<file path="src/sv/fpht_pkg.sv">
// ----------------------------------------------------------------------------
// fpht_pkg
// Shared widths, register codes, reset values and the per-bar state word of
// the falling peak-hold tracker.
// ----------------------------------------------------------------------------
package fpht_pkg;

  localparam int IDX_W      = 5;
  localparam int RAW_W      = 20;
  localparam int LVL_W      = 17;
  localparam int SPD_W      = 22;
  localparam int CFG_IDX_W  = 3;
  localparam int CFG_DATA_W = 21;
  localparam int S_TDATA_W  = 32;
  localparam int M_TDATA_W  = 40;

  localparam logic [LVL_W-1:0] LEVEL_ONE = 17'd65536;

  localparam logic [15:0] RST_FALL_RATE        = 16'd1638;
  localparam logic [18:0] RST_FALL_ACCEL       = 19'd22938;
  localparam logic [20:0] RST_MAX_FALL_SPEED   = 21'd589824;
  localparam logic [3:0]  RST_FORCE_GAIN       = 4'd6;
  localparam logic [15:0] RST_ELASTIC_COEFF    = 16'd39322;
  localparam logic [15:0] RST_MIN_ELASTIC_STEP = 16'd1311;

  typedef enum logic [CFG_IDX_W-1:0] {
    REG_FALL_RATE        = 3'd0,
    REG_FALL_ACCEL       = 3'd1,
    REG_MAX_FALL_SPEED   = 3'd2,
    REG_FORCE_GAIN       = 3'd3,
    REG_ELASTIC_COEFF    = 3'd4,
    REG_MIN_ELASTIC_STEP = 3'd5
  } cfg_reg_e;

  typedef struct packed {
    logic signed [SPD_W-1:0] spd;
    logic        [LVL_W-1:0] peak;
  } bar_state_t;

endpackage

</file>
<file path="src/sv/falling_peak_hold_tracker_top.sv">
// ----------------------------------------------------------------------------
// falling_peak_hold_tracker_top
// Peak-hold marker with falling physics for a stream of spectrum bars; peak
// and fall speed per bar live in one synchronous state memory.
// ----------------------------------------------------------------------------
// Takes one beat per clock unless a bar hazard or a stalled output holds it,
// and presents one result beat per input beat through the stage-1 register
// (state read, clamp and multiply), the stage-2 register (update/write-back)
// and the output register. The per-bar read-modify-write loop through the
// state memory sets the rate: a beat whose bar matches the beat accepted just
// before it waits while that beat is in stage 1, longer while results are
// stalled, until that update is written, then reads it via a write-to-read
// bypass. After reset every bar reads as zero peak and zero speed at once
// through per-entry valid bits; there is no clearing pass. Configuration
// writes are taken in any cycle; issue them only while no beat is in flight.
module falling_peak_hold_tracker_top #(
  parameter int NUM_BARS = 32
) (
  input  logic                           clk_i,
  input  logic                           rst_ni,
  input  logic                           s_axis_tvalid,
  output logic                           s_axis_tready,
  // bar_index[4:0], raw_level[24:5], zero pad
  input  logic [fpht_pkg::S_TDATA_W-1:0] s_axis_tdata,
  output logic                           m_axis_tvalid,
  input  logic                           m_axis_tready,
  // out_index[4:0], bar_level[21:5], peak_level[38:22], zero pad
  output logic [fpht_pkg::M_TDATA_W-1:0] m_axis_tdata,
  input  logic                           cfg_valid_i,
  output logic                           cfg_ready_o,
  input  logic [fpht_pkg::CFG_IDX_W-1:0] cfg_index_i,
  input  logic [fpht_pkg::CFG_DATA_W-1:0] cfg_data_i
);
  import fpht_pkg::*;

  localparam int MAX_BARS = 1 << IDX_W;
  localparam int DEPTH    = (NUM_BARS < MAX_BARS) ? NUM_BARS : MAX_BARS;
  localparam int AW       = (DEPTH > 1) ? $clog2(DEPTH) : 1;
  localparam int PAD_W    = M_TDATA_W - IDX_W - 2 * LVL_W;

  localparam logic signed [23:0] SPD_HI = 24'sd2097151;
  localparam logic signed [23:0] SPD_LO = -24'sd2097152;

  function automatic logic signed [SPD_W-1:0] sat_spd(input logic signed [23:0] v);
    logic signed [23:0] r;
    if (v > SPD_HI) begin
      r = SPD_HI;
    end else if (v < SPD_LO) begin
      r = SPD_LO;
    end else begin
      r = v;
    end
    return r[SPD_W-1:0];
  endfunction

  // configuration registers
  logic [15:0] fall_rate_q;
  logic [18:0] fall_accel_q;
  logic [20:0] max_speed_q;
  logic [3:0]  gain_q;
  logic [15:0] elastic_q;
  logic [15:0] min_step_q;

  assign cfg_ready_o = 1'b1;

  always_ff @(posedge clk_i or negedge rst_ni) begin
    if (!rst_ni) begin
      fall_rate_q  <= RST_FALL_RATE;
      fall_accel_q <= RST_FALL_ACCEL;
      max_speed_q  <= RST_MAX_FALL_SPEED;
      gain_q       <= RST_FORCE_GAIN;
      elastic_q    <= RST_ELASTIC_COEFF;
      min_step_q   <= RST_MIN_ELASTIC_STEP;
    end else if (cfg_valid_i) begin
      unique case (cfg_reg_e'(cfg_index_i))
        REG_FALL_RATE:        fall_rate_q  <= cfg_data_i[15:0];
        REG_FALL_ACCEL:       fall_accel_q <= cfg_data_i[18:0];
        REG_MAX_FALL_SPEED:   max_speed_q  <= cfg_data_i[20:0];
        REG_FORCE_GAIN:       gain_q       <= cfg_data_i[3:0];
        REG_ELASTIC_COEFF:    elastic_q    <= cfg_data_i[15:0];
        REG_MIN_ELASTIC_STEP: min_step_q   <= cfg_data_i[15:0];
        default: ;
      endcase
    end
  end

  // input beat
  logic [IDX_W-1:0]        in_idx;
  logic signed [RAW_W-1:0] in_raw;
  logic [AW-1:0]           in_addr;
  logic                    in_inr;

  assign in_idx  = s_axis_tdata[IDX_W-1:0];
  assign in_raw  = $signed(s_axis_tdata[IDX_W+RAW_W-1:IDX_W]);
  assign in_addr = AW'(in_idx);
  assign in_inr  = (32'(in_idx) < NUM_BARS);

  // pipeline control
  logic s1_valid_q, s2_valid_q, out_valid_q;
  logic s1_inr_q, s2_inr_q;
  logic [AW-1:0] s1_addr_q, s2_addr_q;
  logic out_en, s2_en, s1_en, wr_en, hazard, accept;

  assign out_en = !out_valid_q || m_axis_tready;
  assign s2_en  = !s2_valid_q || out_en;
  assign s1_en  = !s1_valid_q || s2_en;
  assign wr_en  = s2_valid_q && out_en && s2_inr_q;

  // hold a beat whose bar is still being updated ahead of it
  assign hazard = in_inr &&
                  ((s1_valid_q && s1_inr_q && (s1_addr_q == in_addr)) ||
                   (s2_valid_q && s2_inr_q && (s2_addr_q == in_addr) && !out_en));

  assign s_axis_tready = s1_en && !hazard;
  assign accept        = s_axis_tvalid && s_axis_tready;

  // state memory
  bar_state_t       mem [DEPTH];
  bar_state_t       mem_rd_q;
  bar_state_t       byp_state_q;
  bar_state_t       wr_state;
  logic [DEPTH-1:0] vld_q;
  logic             rd_vld_q, byp_q;

  always_ff @(posedge clk_i) begin
    if (wr_en) begin
      mem[s2_addr_q] <= wr_state;
    end
    if (accept) begin
      mem_rd_q    <= mem[in_addr];
      byp_state_q <= wr_state;
    end
  end

  always_ff @(posedge clk_i or negedge rst_ni) begin
    if (!rst_ni) begin
      vld_q    <= '0;
      rd_vld_q <= 1'b0;
      byp_q    <= 1'b0;
    end else begin
      if (wr_en) begin
        vld_q[s2_addr_q] <= 1'b1;
      end
      if (accept) begin
        rd_vld_q <= vld_q[in_addr];
        byp_q    <= wr_en && (s2_addr_q == in_addr);
      end
    end
  end

  // stage 1: clamp and multiply
  logic [IDX_W-1:0]        s1_idx_q;
  logic signed [RAW_W-1:0] s1_raw_q;
  bar_state_t              cur;
  logic [LVL_W-1:0]        s1_bar;
  logic signed [38:0]      prod_d, prod_e;
  logic signed [17:0]      pb;
  logic signed [22:0]      pbg;

  always_ff @(posedge clk_i or negedge rst_ni) begin
    if (!rst_ni) begin
      s1_valid_q <= 1'b0;
    end else if (s1_en) begin
      s1_valid_q <= accept;
    end
  end

  always_ff @(posedge clk_i) begin
    if (accept) begin
      s1_idx_q  <= in_idx;
      s1_addr_q <= in_addr;
      s1_raw_q  <= in_raw;
      s1_inr_q  <= in_inr;
    end
  end

  always_comb begin
    if (byp_q) begin
      cur = byp_state_q;
    end else if (rd_vld_q) begin
      cur = mem_rd_q;
    end else begin
      cur = '0;
    end
    if (s1_raw_q[RAW_W-1]) begin
      s1_bar = '0;
    end else if (s1_raw_q > $signed({3'b000, LEVEL_ONE})) begin
      s1_bar = LEVEL_ONE;
    end else begin
      s1_bar = s1_raw_q[LVL_W-1:0];
    end
    prod_d = $signed({1'b0, fall_rate_q}) * cur.spd;
    prod_e = $signed({1'b0, elastic_q}) * cur.spd;
    pb     = $signed({1'b0, cur.peak}) - $signed({1'b0, s1_bar});
    pbg    = pb * $signed({1'b0, gain_q});
  end

  // stage 2: bounce or fall, then write back
  logic [IDX_W-1:0]        s2_idx_q;
  logic [LVL_W-1:0]        s2_bar_q, s2_peak_q;
  logic signed [SPD_W-1:0] s2_spd_q;
  logic signed [22:0]      s2_d_q, s2_e_q, s2_pbg_q;

  always_ff @(posedge clk_i or negedge rst_ni) begin
    if (!rst_ni) begin
      s2_valid_q <= 1'b0;
    end else if (s2_en) begin
      s2_valid_q <= s1_valid_q;
    end
  end

  always_ff @(posedge clk_i) begin
    if (s2_en && s1_valid_q) begin
      s2_idx_q  <= s1_idx_q;
      s2_addr_q <= s1_addr_q;
      s2_inr_q  <= s1_inr_q;
      s2_bar_q  <= s1_bar;
      s2_peak_q <= cur.peak;
      s2_spd_q  <= cur.spd;
      s2_d_q    <= prod_d[38:16];
      s2_e_q    <= prod_e[38:16];
      s2_pbg_q  <= pbg;
    end
  end

  logic signed [23:0] pmd, bar24, spd_b, sum_f, max24, spd_f;
  logic signed [22:0] e_use;
  logic [LVL_W-1:0]   peak_f, new_peak;
  logic               bounce;

  always_comb begin
    pmd    = $signed({7'b0, s2_peak_q}) - $signed({s2_d_q[22], s2_d_q});
    bar24  = $signed({7'b0, s2_bar_q});
    bounce = (pmd <= bar24);
    e_use  = (s2_d_q > $signed({7'b0, min_step_q})) ? s2_e_q : '0;
    spd_b  = $signed({s2_pbg_q[22], s2_pbg_q}) - $signed({e_use[22], e_use});
    sum_f  = $signed({{2{s2_spd_q[SPD_W-1]}}, s2_spd_q}) + $signed({5'b0, fall_accel_q});
    max24  = $signed({3'b0, max_speed_q});
    spd_f  = (sum_f <= max24) ? sum_f : max24;
    if (pmd > 24'sd0) begin
      if (pmd > $signed({7'b0, LEVEL_ONE})) begin
        peak_f = LEVEL_ONE;
      end else begin
        peak_f = pmd[LVL_W-1:0];
      end
    end else begin
      peak_f = '0;
    end
    new_peak      = bounce ? s2_bar_q : peak_f;
    wr_state.peak = new_peak;
    wr_state.spd  = sat_spd(bounce ? spd_b : spd_f);
  end

  // output register
  logic [IDX_W-1:0] out_idx_q;
  logic [LVL_W-1:0] out_bar_q, out_peak_q;

  always_ff @(posedge clk_i or negedge rst_ni) begin
    if (!rst_ni) begin
      out_valid_q <= 1'b0;
    end else if (out_en) begin
      out_valid_q <= s2_valid_q;
    end
  end

  always_ff @(posedge clk_i) begin
    if (out_en && s2_valid_q) begin
      out_idx_q  <= s2_idx_q;
      out_bar_q  <= s2_bar_q;
      out_peak_q <= s2_inr_q ? new_peak : '0;
    end
  end

  assign m_axis_tvalid = out_valid_q;
  assign m_axis_tdata  = {{PAD_W{1'b0}}, out_peak_q, out_bar_q, out_idx_q};

`ifndef ASSERT_OFF
  a_no_bar_overlap: assert property (@(posedge clk_i) disable iff (!rst_ni)
    (s1_valid_q && s2_valid_q && s1_inr_q && s2_inr_q) |-> (s1_addr_q != s2_addr_q))
    else $error("two updates of one bar in flight");

  a_levels_in_range: assert property (@(posedge clk_i) disable iff (!rst_ni)
    m_axis_tvalid |-> ((out_peak_q <= LEVEL_ONE) && (out_bar_q <= LEVEL_ONE)))
    else $error("result level above full scale");

  a_write_delivers: assert property (@(posedge clk_i) disable iff (!rst_ni)
    wr_en |=> out_valid_q)
    else $error("state written without a result beat");
`endif

endmodule
</file>
<file path="config.mk">
export PLATFORM = sky130hd
export DESIGN_NAME = falling_peak_hold_tracker_top
export DESIGN_NICKNAME = d
export VERILOG_FILES = /design/src/sv/fpht_pkg.sv /design/src/sv/falling_peak_hold_tracker_top.sv
export SDC_FILE = /design/constraint.sdc
export NUM_CORES = 2
export LEC_CHECK = 0
export ABC_AREA = 0
export BUFFER_PORTS_ARGS = -buffer_cell sky130_fd_sc_hd__buf_4
export CAP_MARGIN = 5
export CORE_ASPECT_RATIO = 0.5
export CORE_UTILIZATION = 39
export CTS_BUF_LIST = sky130_fd_sc_hd__clkbuf_8 sky130_fd_sc_hd__clkbuf_16
export DETAILED_ROUTE_END_ITERATION = 8
export PLACE_DENSITY = 0.56
export SYNTH_ARGS = -nofsm -noshare
export SYNTH_HDL_FRONTEND = slang
export SYNTH_SLANG_ARGS = --single-unit
</file>
<file path="constraint.sdc">
create_clock -name clk_i -period 12.95 [get_ports clk_i]
set_input_delay 1.295 -clock clk_i [delete_from_list [all_inputs] [get_ports clk_i]]
set_output_delay 1.295 -clock clk_i [all_outputs]
set_load 0.05 [all_outputs]
</file>
==> key figures <==
Outcome
  • Run status: complete, no violations

GRT
  • First-pass GRT wire length: approximately 360000 um
  • GRT Overall Usage: between 20% and 30%
  • Initial antenna violation count: 11
  • Vias in the first global route: around 55000
  • GRT overflow: 0
  • Largest net degree at the start of global routing: a little under 100

Worst hold path
  • Hold WC Path Type: flip-flop to flip-flop

Clock tree
  • TritonCTS clock tree: done
  • Clk_lat worst skew: 0.84 ns
  • Post-CTS Hold Fix Bufs: 0
  • Max Root-Sink Buffers: 3
  • Post-CTS setup buffers: 0
  • CTS Buf Count: around 160
  • # H-tree levels: 4
  • Clock Tree Root: clkbuf_16
  • Worst-path clk slew: ~0.06 ns
  • Clock sink total: 1649
  • Post-cts sizing count: 0

Synthesis
  • Area share of the largest cell type after synthesis: 48.3%
  • Most used DFF post-synth: edfxtp_1
  • Unique masters post-synth: 80
  • Synth Instances: ~6500
  • Mapped Nets: 7654
  • Area leader, netlist: edfxtp_1
  • Yosys reg bits: 1649
  • Register area share after synthesis: about half
  • Number of enable flip-flop cells after synthesis: between 1500 and 2000
  • Yosys warning count: 0
  • Syn avg cell area: roughly 15 sq um
  • Asr flop ratio synth: under 10%
  • Top post-synthesis cells by area: edfxtp_1, fa_1, mux4_2, ha_1, inv_1
  • Syn Std Cell Area: about 94000 sq um

Timing
  • Hold Vio Cnt, Final: 0
  • Setup TNS: 0 ns
  • Final max-slew violation count: 0
  • Worst slew pin tran: about 1.3 ns
  • Clock skew: approximately 0.064 ns
  • RSZ-0062 raised after global routing: false
  • Final-report setup violation count: 0
  • Max frequency: roughly 110 MHz
  • Crit path time final: between 9 and 10 ns
  • Max transition margin: a little over a tenth
  • WHS: ~0.46 ns
  • Final worst path period share: slightly above 70%

Drt
  • Final wirelength: roughly 240000 um
  • DR vias/cell: around 5.3
  • Via Count: between 50000 and 60000
  • DR pass1 iterations: 5
  • DRC: 0
  • Initial drt markers: between 4000 and 5000
  • WL/cell: 24.4 um
  • Antenna Nets Post-Route: 0

Critical path
  • Levels on crit path: 25
  • Reg-to-reg startpoint: byp_q
  • Reg2Reg Setup Slack: about 3.6 ns
  • Slowest CP cell: a22o_1
  • Cell repeated most along the worst path: fa_1
  • Worst EP arrival: approximately 10 ns
  • End point of the critical path: s2_e_q[17]
  • Crit-path max cell delay: around 0.84 ns
  • Critical path class: flip-flop to flip-flop
  • Worst Setup SP: byp_q
  • Worst reg-to-reg path cell count: 25
  • Cell family with most CP delay: adder cells
  • Crit start category: flip-flop
  • CP required: about 13 ns
  • Critical Path End Type: flip-flop
  • CP Max Fanout: 42
  • Worst r2r dst: s2_e_q[17]
  • Worst Path Buf+Inv: 6

Cells and area
  • Share of cells above drive strength 1: 16.7%
  • Area Overhead vs Synth: 11.1%
  • Post-layout nets: around 7800

Floorplan
  • Core region area: between 200000 and 250000 sq um
  • Die Ht: 350 um
  • # IOs: ~100
  • Row count: around 130
  • Initial core utilization: 39.3%
  • Die area: ~240000 sq um
  • Die W: approximately 700 um

Placed design
  • Gp weighted congestion: 0.835
  • Port-buffer cells: 94
  • Post-detail-place hpwl: ~150000 um

Job
  • Max-Cap Viols: 0
## per-stage QoR
stage                     std cells  cell area, sq um  utilization [%]  worst slack [ns]
after floorplan                6492             94500                -              5.60
after global placement         9662             99600             41.5              3.65
after detailed placement       9662             99600             41.5              3.67
after CTS                      9958            105000             43.7              3.63
after global routing           9958            105000             43.7              3.22
final                          9960            105000             43.7              3.62
## worst reg2reg max path, stage by stage (launching register included)
cell	delay, ns
dfrtp_2	0.38
buf_4	0.27
nor2b_4	0.20
buf_4	0.40
a22o_1	0.86
buf_4	0.53
nand2_1	0.17
fa_1	0.54
inv_1	0.06
fa_1	0.46
fa_1	0.50
fa_1	0.55
inv_1	0.05
fa_1	0.47
inv_1	0.04
fa_1	0.43
ha_1	0.29
a21o_1	0.18
a21o_1	0.17
a21oi_1	0.37
o21ai_0	0.24
o21ai_0	0.77
or4b_2	0.66
a31o_2	0.25
a21oi_1	0.18
xnor2_1	0.08
## cell families after synthesis
| group | after synthesis | share of synthesized area [%] |
|---|---|---|
| buffers and inverters | 1279 | 5.10 |
| muxes | 536 | 11.1 |
| DFF | 1649 | 51.8 |
| other | 2 | 0.00795 |
| xor gates and xnor gates | 139 | 1.29 |
| adders and majority gates | 1101 | 20.4 |
| AOI/OAI and AO/OA | 508 | 3.71 |
| and+or+nand+nor | 1278 | 6.59 |
## registers in the layout, summed over array words and instances, names as in the netlist, 5 cells and up
name	count
s2_d_q	23
byp_state_q	39
mem	1248
fall_accel_q	19
out_bar_q	17
out_idx_q	5
s2_peak_q	17
min_step_q	16
elastic_q	16
fall_rate_q	16
out_peak_q	17
s2_idx_q	5
s1_idx_q	5
s2_pbg_q	23
max_speed_q	21
mem_rd_q	39
s2_spd_q	22
s2_bar_q	17
s2_e_q	23
vld_q	32
s1_raw_q	20
## how the worst min path moves through the flow
stage | endpoint | cells after the start | start | slack, ns
4_1_cts | vld_q[24] | 1 | vld_q[24] | 0.46
6_report | vld_q[16] | 1 | vld_q[16] | 0.46
3_3_place_gp | vld_q[30] | 1 | vld_q[30] | 0.45
2_1_floorplan | out_idx_q[2] | 0 | s2_idx_q[2] | 0.42
3_5_place_dp | vld_q[5] | 1 | vld_q[5] | 0.45
5_1_grt | vld_q[18] | 1 | vld_q[18] | 0.48
## cell usage after synthesis, drive strengths merged (7+ instances only)
cell type and number:
nand2b 22, and3 15, nand3 38, mux2i 24
mux2 112, o21a 33, ha 366, a22o 52
clkbuf 213, mux4 400, nand2 574, a31oi 9
nor2 128, a211o 7, xnor2 100, xor2 39
inv 1004, nor3 41, and2 316, a21o 58
a21oi 110, nor2b 28, o221ai 20, or3 10
a31o 8, dfrtp 96, nand3b 10, o31ai 10
nor3b 8, buf 62, o21ai 93, fa 735
o21bai 21, nand4 18, dfstp 33, o211ai 10
edfxtp 1520, or2 42, nor4 7, a211oi 17
## final cells by class
type	count	area [sq um]
flip-flops and latches	1649	48900
clock buffers	167	4130
clock inverters	129	1210
repair buffers	220	1700
inverters	1004	3770
fillers	21600	135000
well taps	3225	4040
diodes	2	5.00
multi-input cells	3564	41200
## layer usage
layer	up-vias	wire, um	track usage (%)
met2	1406	118000	34.0
met1	27900	107000	28.5
met4	0	4120	3.94
met5	-	0	0
li1	22900	-	-
met3	275	13800	2.69
## placed cells by master (no fill, tap or decap), types with 33 or more instances in the layout
| cell | instances |
|---|---|
| a21o_1 | 58 |
| a21oi_1 | 110 |
| a22o_1 | 47 |
| and2_1 | 315 |
| buf_4 | 214 |
| clkbuf_16 | 163 |
| dfrtp_1 | 95 |
| dfstp_2 | 33 |
| edfxtp_1 | 1520 |
| fa_1 | 735 |
| ha_1 | 366 |
| inv_1 | 1040 |
| mux2_2 | 112 |
| mux4_2 | 400 |
| nand2_1 | 574 |
| nand3_1 | 38 |
| nor2_1 | 96 |
| nor3_1 | 40 |
| o21a_1 | 33 |
| o21ai_0 | 91 |
| or2_2 | 42 |
| xnor2_1 | 100 |
| xor2_1 | 39 |
Power is not shown: default switching activity piles up to over one toggle a cycle in this logic, so the estimate is an artifact.
